[config.mk]
export PLATFORM = sky130hd
export DESIGN_NAME = force_ratio_line_fit
export DESIGN_NICKNAME = d
export VERILOG_FILES = /design/src/hdl/frlf_pkg.sv /design/src/hdl/frlf_mul.sv /design/src/hdl/frlf_div.sv /design/src/hdl/force_ratio_line_fit.sv
export SDC_FILE = /design/constraint.sdc
export NUM_CORES = 2
export LEC_CHECK = 0
export ABC_AREA = 1
export BUFFER_PORTS_ARGS = -buffer_cell sky130_fd_sc_hd__buf_2
export CAP_MARGIN = 20
export CELL_PAD_IN_SITES_DETAIL_PLACEMENT = 1
export CELL_PAD_IN_SITES_GLOBAL_PLACEMENT = 1
export CORE_MARGIN = 2
export CORE_UTILIZATION = 50
export DETAILED_ROUTE_END_ITERATION = 6
export PLACE_DENSITY_LB_ADDON = 0.1
export SLEW_MARGIN = 20
export SYNTH_ARGS = -nofsm -noshare
export SYNTH_HDL_FRONTEND = slang
export SYNTH_SLANG_ARGS = --single-unit
[constraint.sdc]
create_clock -name clk_i -period 16.1 [get_ports clk_i]
set_input_delay 4.025 -clock clk_i [delete_from_list [all_inputs] [get_ports clk_i]]
set_output_delay 4.025 -clock clk_i [all_outputs]
set_load 0.05 [all_outputs]
[src/hdl/frlf_pkg.sv]
package frlf_pkg;

  localparam int unsigned NUM_POINTS_DEF = 5;

  // field and accumulator widths, exact for up to 64 points
  localparam int unsigned ADC_W   = 16;
  localparam int unsigned FORCE_W = 24;
  localparam int unsigned SLOPE_W = 48;
  localparam int unsigned STAT_W  = 2;
  localparam int unsigned CNT_W   = 7;
  localparam int unsigned SX_W    = 22;
  localparam int unsigned SXX_W   = 38;
  localparam int unsigned SY_W    = 30;
  localparam int unsigned SXY_W   = 46;
  localparam int unsigned ACC_W   = 54;
  localparam int unsigned DEN_W   = 44;
  localparam int unsigned MUL_W   = 32;
  localparam int unsigned PROD_W  = 2 * MUL_W;
  localparam int unsigned SPLIT   = 23;
  localparam int unsigned FRAC_W  = 16;

  localparam logic [STAT_W-1:0] STATUS_OK       = 2'd0;
  localparam logic [STAT_W-1:0] STATUS_ORDER    = 2'd1;
  localparam logic [STAT_W-1:0] STATUS_SINGULAR = 2'd2;

  typedef enum logic [3:0] {
    S_IDLE,
    S_PT_XX,
    S_PT_XY,
    S_PT_ACC,
    S_DEN_A,
    S_DEN_B,
    S_DEN_C,
    S_DEN_D,
    S_NUM_A,
    S_NUM_B,
    S_NUM_C,
    S_NUM_D,
    S_DIV_START,
    S_DIV_WAIT,
    S_FIN
  } ctl_state_e;

  typedef enum logic [1:0] {
    D_IDLE,
    D_CHECK,
    D_RUN,
    D_DONE
  } div_state_e;

  typedef enum logic [2:0] {
    MUL_XX,
    MUL_XY,
    MUL_N_XX_LO,
    MUL_N_XX_HI,
    MUL_SX_SX,
    MUL_N_XY_LO,
    MUL_N_XY_HI,
    MUL_SX_SY
  } mul_sel_e;

  typedef enum logic [2:0] {
    ACC_HOLD,
    ACC_CLEAR,
    ACC_ADD,
    ACC_ADD_HI,
    ACC_SUB
  } acc_op_e;

  typedef struct packed {
    mul_sel_e mul_sel;
    acc_op_e  acc_op;
    logic     sxx_add;
    logic     sxy_add;
    logic     den_load;
    logic     div_start;
  } ctl_t;

endpackage

[src/hdl/frlf_mul.sv]
module frlf_mul (
  input  logic                                 clk_i,
  input  logic signed [frlf_pkg::MUL_W-1:0]    a_i,
  input  logic signed [frlf_pkg::MUL_W-1:0]    b_i,
  output logic signed [frlf_pkg::PROD_W-1:0]   p_o
);

  logic signed [frlf_pkg::PROD_W-1:0] p_q;

  always_ff @(posedge clk_i) begin
    p_q <= frlf_pkg::PROD_W'(a_i) * frlf_pkg::PROD_W'(b_i);
  end

  assign p_o = p_q;

endmodule

[src/hdl/frlf_div.sv]
module frlf_div (
  input  logic                                clk_i,
  input  logic                                rst_ni,
  input  logic                                start_i,
  input  logic signed [frlf_pkg::ACC_W-1:0]   num_i,
  input  logic        [frlf_pkg::DEN_W-1:0]   den_i,
  output logic                                done_o,
  output logic        [frlf_pkg::SLOPE_W-1:0] quot_o
);

  localparam int unsigned MAG_W  = frlf_pkg::ACC_W - 1;
  localparam int unsigned QW     = frlf_pkg::SLOPE_W;
  localparam int unsigned QCNT_W = $clog2(QW);
  localparam int unsigned CMP_W  = MAG_W + QW - frlf_pkg::FRAC_W;
  localparam int unsigned HI_W   = MAG_W - (QW - frlf_pkg::FRAC_W);

  localparam logic [QW-1:0] POS_LIMIT = {1'b0, {(QW-1){1'b1}}};
  localparam logic [QW-1:0] NEG_LIMIT = {1'b1, {(QW-1){1'b0}}};

  frlf_pkg::div_state_e state_q, state_d;

  logic                             neg_q;
  logic                             sat_q;
  logic [MAG_W-1:0]                 mag_q;
  logic [frlf_pkg::DEN_W-1:0]       den_q;
  logic [frlf_pkg::DEN_W-1:0]       rem_q;
  logic [QW-1:0]                    sh_q;
  logic [QW-1:0]                    q_q;
  logic [QCNT_W-1:0]                cnt_q;

  logic [frlf_pkg::DEN_W:0]         trial;
  logic                             fits;
  logic                             too_big;
  logic [QW-1:0]                    q_clamped;

  assign trial   = {rem_q, sh_q[QW-1]};
  assign fits    = trial >= {1'b0, den_q};
  // quotient would need more than QW bits
  assign too_big = CMP_W'(mag_q) >= CMP_W'({den_q, {(QW-frlf_pkg::FRAC_W){1'b0}}});

  always_comb begin
    state_d = state_q;
    case (state_q)
      frlf_pkg::D_IDLE:  if (start_i) state_d = frlf_pkg::D_CHECK;
      frlf_pkg::D_CHECK: state_d = too_big ? frlf_pkg::D_DONE : frlf_pkg::D_RUN;
      frlf_pkg::D_RUN:   if (cnt_q == '0) state_d = frlf_pkg::D_DONE;
      frlf_pkg::D_DONE:  state_d = frlf_pkg::D_IDLE;
      default:           state_d = frlf_pkg::D_IDLE;
    endcase
  end

  always_ff @(posedge clk_i or negedge rst_ni) begin
    if (!rst_ni) begin
      state_q <= frlf_pkg::D_IDLE;
    end else begin
      state_q <= state_d;
    end
  end

  always_ff @(posedge clk_i) begin
    case (state_q)
      frlf_pkg::D_IDLE: begin
        if (start_i) begin
          neg_q <= num_i[frlf_pkg::ACC_W-1];
          mag_q <= num_i[frlf_pkg::ACC_W-1] ? MAG_W'(-num_i) : MAG_W'(num_i);
          den_q <= den_i;
        end
      end
      frlf_pkg::D_CHECK: begin
        sat_q <= too_big;
        rem_q <= frlf_pkg::DEN_W'(mag_q[MAG_W-1 -: HI_W]);
        sh_q  <= {mag_q[QW-frlf_pkg::FRAC_W-1:0], {frlf_pkg::FRAC_W{1'b0}}};
        q_q   <= '0;
        cnt_q <= QCNT_W'(QW - 1);
      end
      frlf_pkg::D_RUN: begin
        rem_q <= fits ? frlf_pkg::DEN_W'(trial - {1'b0, den_q})
                      : trial[frlf_pkg::DEN_W-1:0];
        sh_q  <= {sh_q[QW-2:0], 1'b0};
        q_q   <= {q_q[QW-2:0], fits};
        cnt_q <= cnt_q - 1'b1;
      end
      default: ;
    endcase
  end

  always_comb begin
    if (neg_q) begin
      q_clamped = (sat_q || q_q > NEG_LIMIT) ? NEG_LIMIT : q_q;
      quot_o    = QW'(-q_clamped);
    end else begin
      q_clamped = (sat_q || q_q[QW-1]) ? POS_LIMIT : q_q;
      quot_o    = q_clamped;
    end
  end

  assign done_o = (state_q == frlf_pkg::D_DONE);

endmodule

[src/hdl/force_ratio_line_fit.sv]
// force_ratio_line_fit: least-squares slope of force against feedback adc reading
// input channel: one calibration point per beat (adc_reading_i, force_reading_i),
// in_valid_i / in_ready_o; a reading below the previous kept one is replaced by
// the previous point and the run is flagged out of order
// output channel: one beat per run of NUM_POINTS points (slope_o, status_o),
// out_valid_o / out_ready_i; status 0 ok, 1 order corrected, 2 singular fit
// each point is accepted, multiplied (x*x and x*y on the one shared 32x32
// multiplier) and accumulated; in_ready_o is low meanwhile
// after the last point, the multiplier and accumulator build the denominator
// (S_DEN_A to S_DEN_D), then the numerator (S_NUM_A to S_NUM_D); the bit-serial
// divider then forms the 48 quotient bits between a setup and a finish step;
// a singular fit skips the divider
// the output register frees the engine: a new run starts while the result
// waits; if a second result is ready before the first is taken, the block
// holds it and stops taking points until out_ready_i rises
// reset clears all sums, the point count and the output valid
module force_ratio_line_fit #(
  parameter int unsigned NUM_POINTS = frlf_pkg::NUM_POINTS_DEF
) (
  input  logic                                  clk_i,
  input  logic                                  rst_ni,
  input  logic                                  in_valid_i,
  output logic                                  in_ready_o,
  input  logic signed [frlf_pkg::ADC_W-1:0]     adc_reading_i,
  input  logic signed [frlf_pkg::FORCE_W-1:0]   force_reading_i,
  output logic                                  out_valid_o,
  input  logic                                  out_ready_i,
  output logic signed [frlf_pkg::SLOPE_W-1:0]   slope_o,
  output logic        [frlf_pkg::STAT_W-1:0]    status_o
);

  localparam int unsigned MW = frlf_pkg::MUL_W;
  localparam int unsigned SP = frlf_pkg::SPLIT;

  frlf_pkg::ctl_state_e state_q, state_d;
  frlf_pkg::ctl_t       ctl;

  logic [frlf_pkg::CNT_W-1:0]            count_q;
  logic signed [frlf_pkg::ADC_W-1:0]     prev_adc_q;
  logic signed [frlf_pkg::FORCE_W-1:0]   prev_force_q;
  logic signed [frlf_pkg::SX_W-1:0]      sum_x_q;
  logic signed [frlf_pkg::SXX_W-1:0]     sum_xx_q;
  logic signed [frlf_pkg::SY_W-1:0]      sum_y_q;
  logic signed [frlf_pkg::SXY_W-1:0]     sum_xy_q;
  logic                                  order_q;
  logic signed [frlf_pkg::ACC_W-1:0]     acc_q;
  logic [frlf_pkg::DEN_W-1:0]            den_q;
  logic                                  den_zero_q;
  logic [frlf_pkg::SLOPE_W-1:0]          res_slope_q;
  logic [frlf_pkg::STAT_W-1:0]           res_status_q;
  logic                                  out_valid_q;
  logic [frlf_pkg::SLOPE_W-1:0]          out_slope_q;
  logic [frlf_pkg::STAT_W-1:0]           out_status_q;

  logic                                  in_fire;
  logic                                  swap;
  logic signed [frlf_pkg::ADC_W-1:0]     x_keep;
  logic signed [frlf_pkg::FORCE_W-1:0]   y_keep;
  logic                                  last_point;
  logic                                  out_free;
  logic                                  fin_load;
  logic signed [MW-1:0]                  mul_a, mul_b;
  logic signed [frlf_pkg::PROD_W-1:0]    prod;
  logic signed [MW-1:0]                  n_op;
  logic                                  div_done;
  logic [frlf_pkg::SLOPE_W-1:0]          div_quot;

  assign in_ready_o = (state_q == frlf_pkg::S_IDLE);
  assign in_fire    = in_valid_i && in_ready_o;
  assign swap       = (count_q != '0) && (adc_reading_i < prev_adc_q);
  assign x_keep     = swap ? prev_adc_q : adc_reading_i;
  assign y_keep     = swap ? prev_force_q : force_reading_i;
  assign last_point = (count_q == frlf_pkg::CNT_W'(NUM_POINTS));
  assign out_free   = !out_valid_q || out_ready_i;
  assign fin_load   = (state_q == frlf_pkg::S_FIN) && out_free;
  assign n_op       = MW'(NUM_POINTS);

  // next state
  always_comb begin
    state_d = state_q;
    case (state_q)
      frlf_pkg::S_IDLE:      if (in_valid_i) state_d = frlf_pkg::S_PT_XX;
      frlf_pkg::S_PT_XX:     state_d = frlf_pkg::S_PT_XY;
      frlf_pkg::S_PT_XY:     state_d = frlf_pkg::S_PT_ACC;
      frlf_pkg::S_PT_ACC:    state_d = last_point ? frlf_pkg::S_DEN_A : frlf_pkg::S_IDLE;
      frlf_pkg::S_DEN_A:     state_d = frlf_pkg::S_DEN_B;
      frlf_pkg::S_DEN_B:     state_d = frlf_pkg::S_DEN_C;
      frlf_pkg::S_DEN_C:     state_d = frlf_pkg::S_DEN_D;
      frlf_pkg::S_DEN_D:     state_d = frlf_pkg::S_NUM_A;
      frlf_pkg::S_NUM_A:     state_d = frlf_pkg::S_NUM_B;
      frlf_pkg::S_NUM_B:     state_d = frlf_pkg::S_NUM_C;
      frlf_pkg::S_NUM_C:     state_d = frlf_pkg::S_NUM_D;
      frlf_pkg::S_NUM_D:     state_d = frlf_pkg::S_DIV_START;
      frlf_pkg::S_DIV_START: state_d = den_zero_q ? frlf_pkg::S_FIN : frlf_pkg::S_DIV_WAIT;
      frlf_pkg::S_DIV_WAIT:  if (div_done) state_d = frlf_pkg::S_FIN;
      frlf_pkg::S_FIN:       if (out_free) state_d = frlf_pkg::S_IDLE;
      default:               state_d = frlf_pkg::S_IDLE;
    endcase
  end

  // sequencer outputs
  always_comb begin
    ctl = '{mul_sel: frlf_pkg::MUL_XX, acc_op: frlf_pkg::ACC_HOLD, sxx_add: 1'b0,
            sxy_add: 1'b0, den_load: 1'b0, div_start: 1'b0};
    case (state_q)
      frlf_pkg::S_PT_XX: ctl.mul_sel = frlf_pkg::MUL_XX;
      frlf_pkg::S_PT_XY: begin
        ctl.mul_sel = frlf_pkg::MUL_XY;
        ctl.sxx_add = 1'b1;
      end
      frlf_pkg::S_PT_ACC: ctl.sxy_add = 1'b1;
      frlf_pkg::S_DEN_A: begin
        ctl.mul_sel = frlf_pkg::MUL_N_XX_LO;
        ctl.acc_op  = frlf_pkg::ACC_CLEAR;
      end
      frlf_pkg::S_DEN_B: begin
        ctl.mul_sel = frlf_pkg::MUL_N_XX_HI;
        ctl.acc_op  = frlf_pkg::ACC_ADD;
      end
      frlf_pkg::S_DEN_C: begin
        ctl.mul_sel = frlf_pkg::MUL_SX_SX;
        ctl.acc_op  = frlf_pkg::ACC_ADD_HI;
      end
      frlf_pkg::S_DEN_D: ctl.acc_op = frlf_pkg::ACC_SUB;
      frlf_pkg::S_NUM_A: begin
        ctl.mul_sel  = frlf_pkg::MUL_N_XY_LO;
        ctl.acc_op   = frlf_pkg::ACC_CLEAR;
        ctl.den_load = 1'b1;
      end
      frlf_pkg::S_NUM_B: begin
        ctl.mul_sel = frlf_pkg::MUL_N_XY_HI;
        ctl.acc_op  = frlf_pkg::ACC_ADD;
      end
      frlf_pkg::S_NUM_C: begin
        ctl.mul_sel = frlf_pkg::MUL_SX_SY;
        ctl.acc_op  = frlf_pkg::ACC_ADD_HI;
      end
      frlf_pkg::S_NUM_D: ctl.acc_op = frlf_pkg::ACC_SUB;
      frlf_pkg::S_DIV_START: ctl.div_start = !den_zero_q;
      default: ;
    endcase
  end

  // operand select for the shared multiplier; wide sums go in two halves
  always_comb begin
    mul_a = '0;
    mul_b = '0;
    case (ctl.mul_sel)
      frlf_pkg::MUL_XX: begin
        mul_a = MW'(prev_adc_q);
        mul_b = MW'(prev_adc_q);
      end
      frlf_pkg::MUL_XY: begin
        mul_a = MW'(prev_adc_q);
        mul_b = MW'(prev_force_q);
      end
      frlf_pkg::MUL_N_XX_LO: begin
        mul_a = n_op;
        mul_b = MW'({1'b0, sum_xx_q[SP-1:0]});
      end
      frlf_pkg::MUL_N_XX_HI: begin
        mul_a = n_op;
        mul_b = MW'(sum_xx_q[frlf_pkg::SXX_W-1:SP]);
        if (sum_xx_q[frlf_pkg::SXX_W-1]) mul_b = mul_b | ~MW'({(frlf_pkg::SXX_W-SP){1'b1}});
      end
      frlf_pkg::MUL_SX_SX: begin
        mul_a = MW'(sum_x_q);
        mul_b = MW'(sum_x_q);
      end
      frlf_pkg::MUL_N_XY_LO: begin
        mul_a = n_op;
        mul_b = MW'({1'b0, sum_xy_q[SP-1:0]});
      end
      frlf_pkg::MUL_N_XY_HI: begin
        mul_a = n_op;
        mul_b = MW'(sum_xy_q[frlf_pkg::SXY_W-1:SP]);
        if (sum_xy_q[frlf_pkg::SXY_W-1]) mul_b = mul_b | ~MW'({(frlf_pkg::SXY_W-SP){1'b1}});
      end
      frlf_pkg::MUL_SX_SY: begin
        mul_a = MW'(sum_x_q);
        mul_b = MW'(sum_y_q);
      end
      default: ;
    endcase
  end

  frlf_mul u_mul (
    .clk_i (clk_i),
    .a_i   (mul_a),
    .b_i   (mul_b),
    .p_o   (prod)
  );

  frlf_div u_div (
    .clk_i   (clk_i),
    .rst_ni  (rst_ni),
    .start_i (ctl.div_start),
    .num_i   (acc_q),
    .den_i   (den_q),
    .done_o  (div_done),
    .quot_o  (div_quot)
  );

  always_ff @(posedge clk_i or negedge rst_ni) begin
    if (!rst_ni) begin
      state_q      <= frlf_pkg::S_IDLE;
      count_q      <= '0;
      prev_adc_q   <= '0;
      prev_force_q <= '0;
      sum_x_q      <= '0;
      sum_xx_q     <= '0;
      sum_y_q      <= '0;
      sum_xy_q     <= '0;
      order_q      <= 1'b0;
      out_valid_q  <= 1'b0;
    end else begin
      state_q <= state_d;
      if (in_fire) begin
        prev_adc_q   <= x_keep;
        prev_force_q <= y_keep;
        sum_x_q      <= sum_x_q + frlf_pkg::SX_W'(x_keep);
        sum_y_q      <= sum_y_q + frlf_pkg::SY_W'(y_keep);
        count_q      <= count_q + 1'b1;
        if (swap) order_q <= 1'b1;
      end
      if (ctl.sxx_add) sum_xx_q <= sum_xx_q + prod[frlf_pkg::SXX_W-1:0];
      if (ctl.sxy_add) sum_xy_q <= sum_xy_q + prod[frlf_pkg::SXY_W-1:0];
      if (fin_load) begin
        // run done: run registers back to their reset values, the result goes valid
        count_q      <= '0;
        prev_adc_q   <= '0;
        prev_force_q <= '0;
        sum_x_q      <= '0;
        sum_xx_q     <= '0;
        sum_y_q      <= '0;
        sum_xy_q     <= '0;
        order_q      <= 1'b0;
        out_valid_q  <= 1'b1;
      end else if (out_ready_i) begin
        out_valid_q <= 1'b0;
      end
    end
  end

  always_ff @(posedge clk_i) begin
    case (ctl.acc_op)
      frlf_pkg::ACC_CLEAR:  acc_q <= '0;
      frlf_pkg::ACC_ADD:    acc_q <= acc_q + prod[frlf_pkg::ACC_W-1:0];
      frlf_pkg::ACC_ADD_HI: acc_q <= acc_q + {prod[frlf_pkg::ACC_W-SP-1:0], {SP{1'b0}}};
      frlf_pkg::ACC_SUB:    acc_q <= acc_q - prod[frlf_pkg::ACC_W-1:0];
      default: ;
    endcase
    if (ctl.den_load) begin
      den_q      <= acc_q[frlf_pkg::DEN_W-1:0];
      den_zero_q <= (acc_q == '0) || acc_q[frlf_pkg::ACC_W-1];
    end
    if (state_q == frlf_pkg::S_DIV_START && den_zero_q) begin
      res_slope_q  <= '0;
      res_status_q <= frlf_pkg::STATUS_SINGULAR;
    end else if (state_q == frlf_pkg::S_DIV_WAIT && div_done) begin
      res_slope_q  <= div_quot;
      res_status_q <= order_q ? frlf_pkg::STATUS_ORDER : frlf_pkg::STATUS_OK;
    end
    if (fin_load) begin
      out_slope_q  <= res_slope_q;
      out_status_q <= res_status_q;
    end
  end

  assign out_valid_o = out_valid_q;
  assign slope_o     = out_slope_q;
  assign status_o    = out_status_q;

endmodule

==> results_dict.tcl <==
set metrics [dict create \
    maxCapViolations 0 \
    dr.pass1.iters 6 \
    endpoint_kind "flop" \
    critPathArrivalTime_ns 12.23 \
    slowest_stage "nand2_2" \
    syn_area_per_cell_um2 7.88 \
    synth_edf_count 378 \
    row_count 141 \
    clk_pin_slew_worst_paths_ns 0.06 \
    nFillCells 18100 \
    worstPathMaxFanout 27 \
    place_congestion 0.983 \
    die_w_um 389 \
    final-setup-viol-count 0 \
    gr-total-overflow 0 \
    syn-cell-area_um2 74000 \
    die_y_um 389 \
    grtUsageTotal_pct 38.1 \
    io_pins 96 \
    synth.top_cell.area_share_pct 21.2 \
    cts_sinks 673 \
    seq_area_frac_synth_pct 24.6 \
    synth_commonest_cells "inv_1 (1,793), nand2_1 (1,684), nor2_1 (1,083)" \
    seqCellArea_um2 18200 \
    initial_core_util_pct 50.2 \
    finalClockSkew_ns 0.0460 \
    dpl.cell_count 11200 \
    antenna_found_initial 7 \
    synth_top_cell_by_area "fa_1" \
    synthCells 9382 \
    critPathKind "flop to flop" \
    status "finished clean" \
    synth_top_flop_cell "edfxtp_1" \
    area_delta_synth_final_pct 7.07 \
    fmax_mhz 85.8 \
    dr.first_iter.drc_count 4528 \
    period_share_pct 72.4 \
    root_buffer "clkbuf_16" \
    clk_path_buf_depth 3 \
    period_needed_ns 11.66 \
    cts_tree "yes" \
    numCtsBuffers 84 \
    port_buffers 95 \
    async_reset_ff_share_pct 28.4 \
    die_area_um2 151000 \
    synthTopCellsByArea "fa_1 (21%), edfxtp_1 (15%), inv_1 (9.1%), nand2_1 (8.5%), ha_1 (8.2%)" \
    post-cts-setup-buffer-count 0 \
    core-area_um2 147000 \
    wl_per_cell_um 25.3 \
    cp_slowest_stage_delay_ns 0.59 \
    ctsHoldBuffers 0 \
    ys_types 69 \
    vias_per_cell 5.86 \
    final_nets 10700 \
    multiInputGateArea_um2 47800 \
    drc 0 \
    cp-start-kind "flop" \
    grt_pass1_vias 71700 \
    maxSlewViolCount 0 \
    hold_path_class "flop to flop" \
    yosysWarnings 0 \
    grt_first_pass_wirelength_mm 437 \
    final_hold_viol_count 0 \
    utilization_pct 53.8 \
    final_cell_count_no_fill 11400 \
    dp_hpwl_mm 231 \
    post_route_cells_drive_above_1_share_pct 4.86 \
    crit_top_cell "inv_1" \
    grt_max_degree 100 \
    htree_levels 3 \
    maxSlewHeadroom_pct 24.0 \
    drt-total-wl_mm 288 \
    required_ns 16.67 \
    ys_ff_latch 673 \
    ctsResizeCount 0 \
    tns_ns 0 \
    grt_setup_unrepaired "false" \
    worstMarginPinSlew_ns 1.14 \
    vias 66800 \
    synth_most_common_cell "inv_1" \
    syn_nets 10700 \
    ant_nets 0 \
    insertion_delay_ns 0.72 \
]
[flip-flops by register name (all words and copies together), names as in the netlist, 4 cells and up]
signal / count
den_q: 44
u_div.den_q: 44
slope_o: 48
u_div.q_q: 48
state_q: 4
sum_xy_q: 46
u_mul.p_o: 54
u_div.sh_q: 32
sum_xx_q: 38
acc_q: 54
u_div.mag_q: 53
prev_adc_q: 16
count_q: 7
res_slope_q: 48
prev_force_q: 24
u_div.cnt_q: 6
sum_y_q: 30
u_div.rem_q: 44
sum_x_q: 22
[placed cells by master, fill, tap and decap left out, types with 17 or more instances in the layout]
cell type and n:
clkinv_1 20, o21a_1 63, inv_2 42, o211ai_1 21
nor2_1 1077, fa_1 782, o41ai_1 20, dfrtp_1 191
a21boi_0 17, xnor2_1 115, nor3_1 89, nand2_1 1683
inv_1 1791, a31oi_1 67, clkbuf_16 84, xor2_1 148
or2_2 28, a221oi_1 36, buf_4 85, clkbuf_1 18
buf_2 94, nor4_1 52, a21oi_1 655, o22ai_1 76
nand3_1 247, ha_1 480, nand2_2 18, edfxtp_1 378
a21o_1 50, nand4_1 78, o31ai_1 31, o21ai_0 589
o21bai_1 31, dfxtp_1 104
[cell type report]
class	count	area share [%]
multi-input cells	6616	60.4
clock buffers	107	2.83
flip-flops and latches	673	23.0
repair buffers	181	1.44
clock inverters	39	0.510
well taps	1930	3.05
inverters	1842	8.73
diodes	6	0.0190
[worst max-delay path: cells and delay by family, from the launching register on]
kind            cells  cell delay [ns]
simple gates       14             2.61
compound gates      3             1.08
buf+inv            10             2.51
fa+ha+maj          10             4.84
flops               1             0.42
[metal layers]
metal	track usage (%)	share of wire, %	vias to the layer above	routed length [µm]
met4	21.1	6.6	4	19000
met3	6.62	6.7	704	19300
met1	46.9	40	33700	115000
met2	63.5	47	2308	136000
met5	0	0.011	-	31
li1	-	-	30100	-
[per-stage QoR]
| step | cell area (µm²) | hold slack (ns) | setup slack [ns] |
|---|---|---|---|
| after floorplan | 74000 | 0.400 | 6.64 |
| after global placement | 76500 | 0.401 | 5.01 |
| after detailed placement | 76500 | 0.406 | 4.68 |
| after CTS | 79100 | 0.414 | 4.57 |
| after global routing | 79200 | 0.417 | 3.88 |
| final | 79200 | 0.413 | 4.44 |
[kinds of logic after synthesis]
kind of cell	Yosys count	share of synthesized area, %
AND/OR/NAND/NOR	3332	18.4
XOR/XNOR	264	3.14
AO/OA/AOI/OAI	1754	13.6
adder cells (fa/ha/maj)	1266	29.4
flip-flops	673	24.6
buffers and inverters	2093	10.9
[worst paths after layout]
check                                  startpoint                   endpoint  slack, ns  cells after the start
max in group asynchronous                  rst_ni   sum_xy_q[35]$_DFFE_PN0P_      10.55                      3
min in group asynchronous                  rst_ni     count_q[5]$_DFFE_PN0P_       3.30                      1
setup reg to reg           state_q[3]$_DFFE_PN0P_      u_mul.p_o[50]$_DFF_P_       4.44                     37
hold / removal                den_q[41]$_DFFE_PP_  u_div.den_q[41]$_DFFE_PP_       0.41                      0
hold reg to reg               den_q[41]$_DFFE_PP_  u_div.den_q[41]$_DFFE_PP_       0.41                      0
setup / recovery           state_q[3]$_DFFE_PN0P_      u_mul.p_o[50]$_DFF_P_       4.44                     37
Power is left out: the tool's default activity adds up to more than one toggle a clock period on the data nets, which glitch-free logic cannot reach.
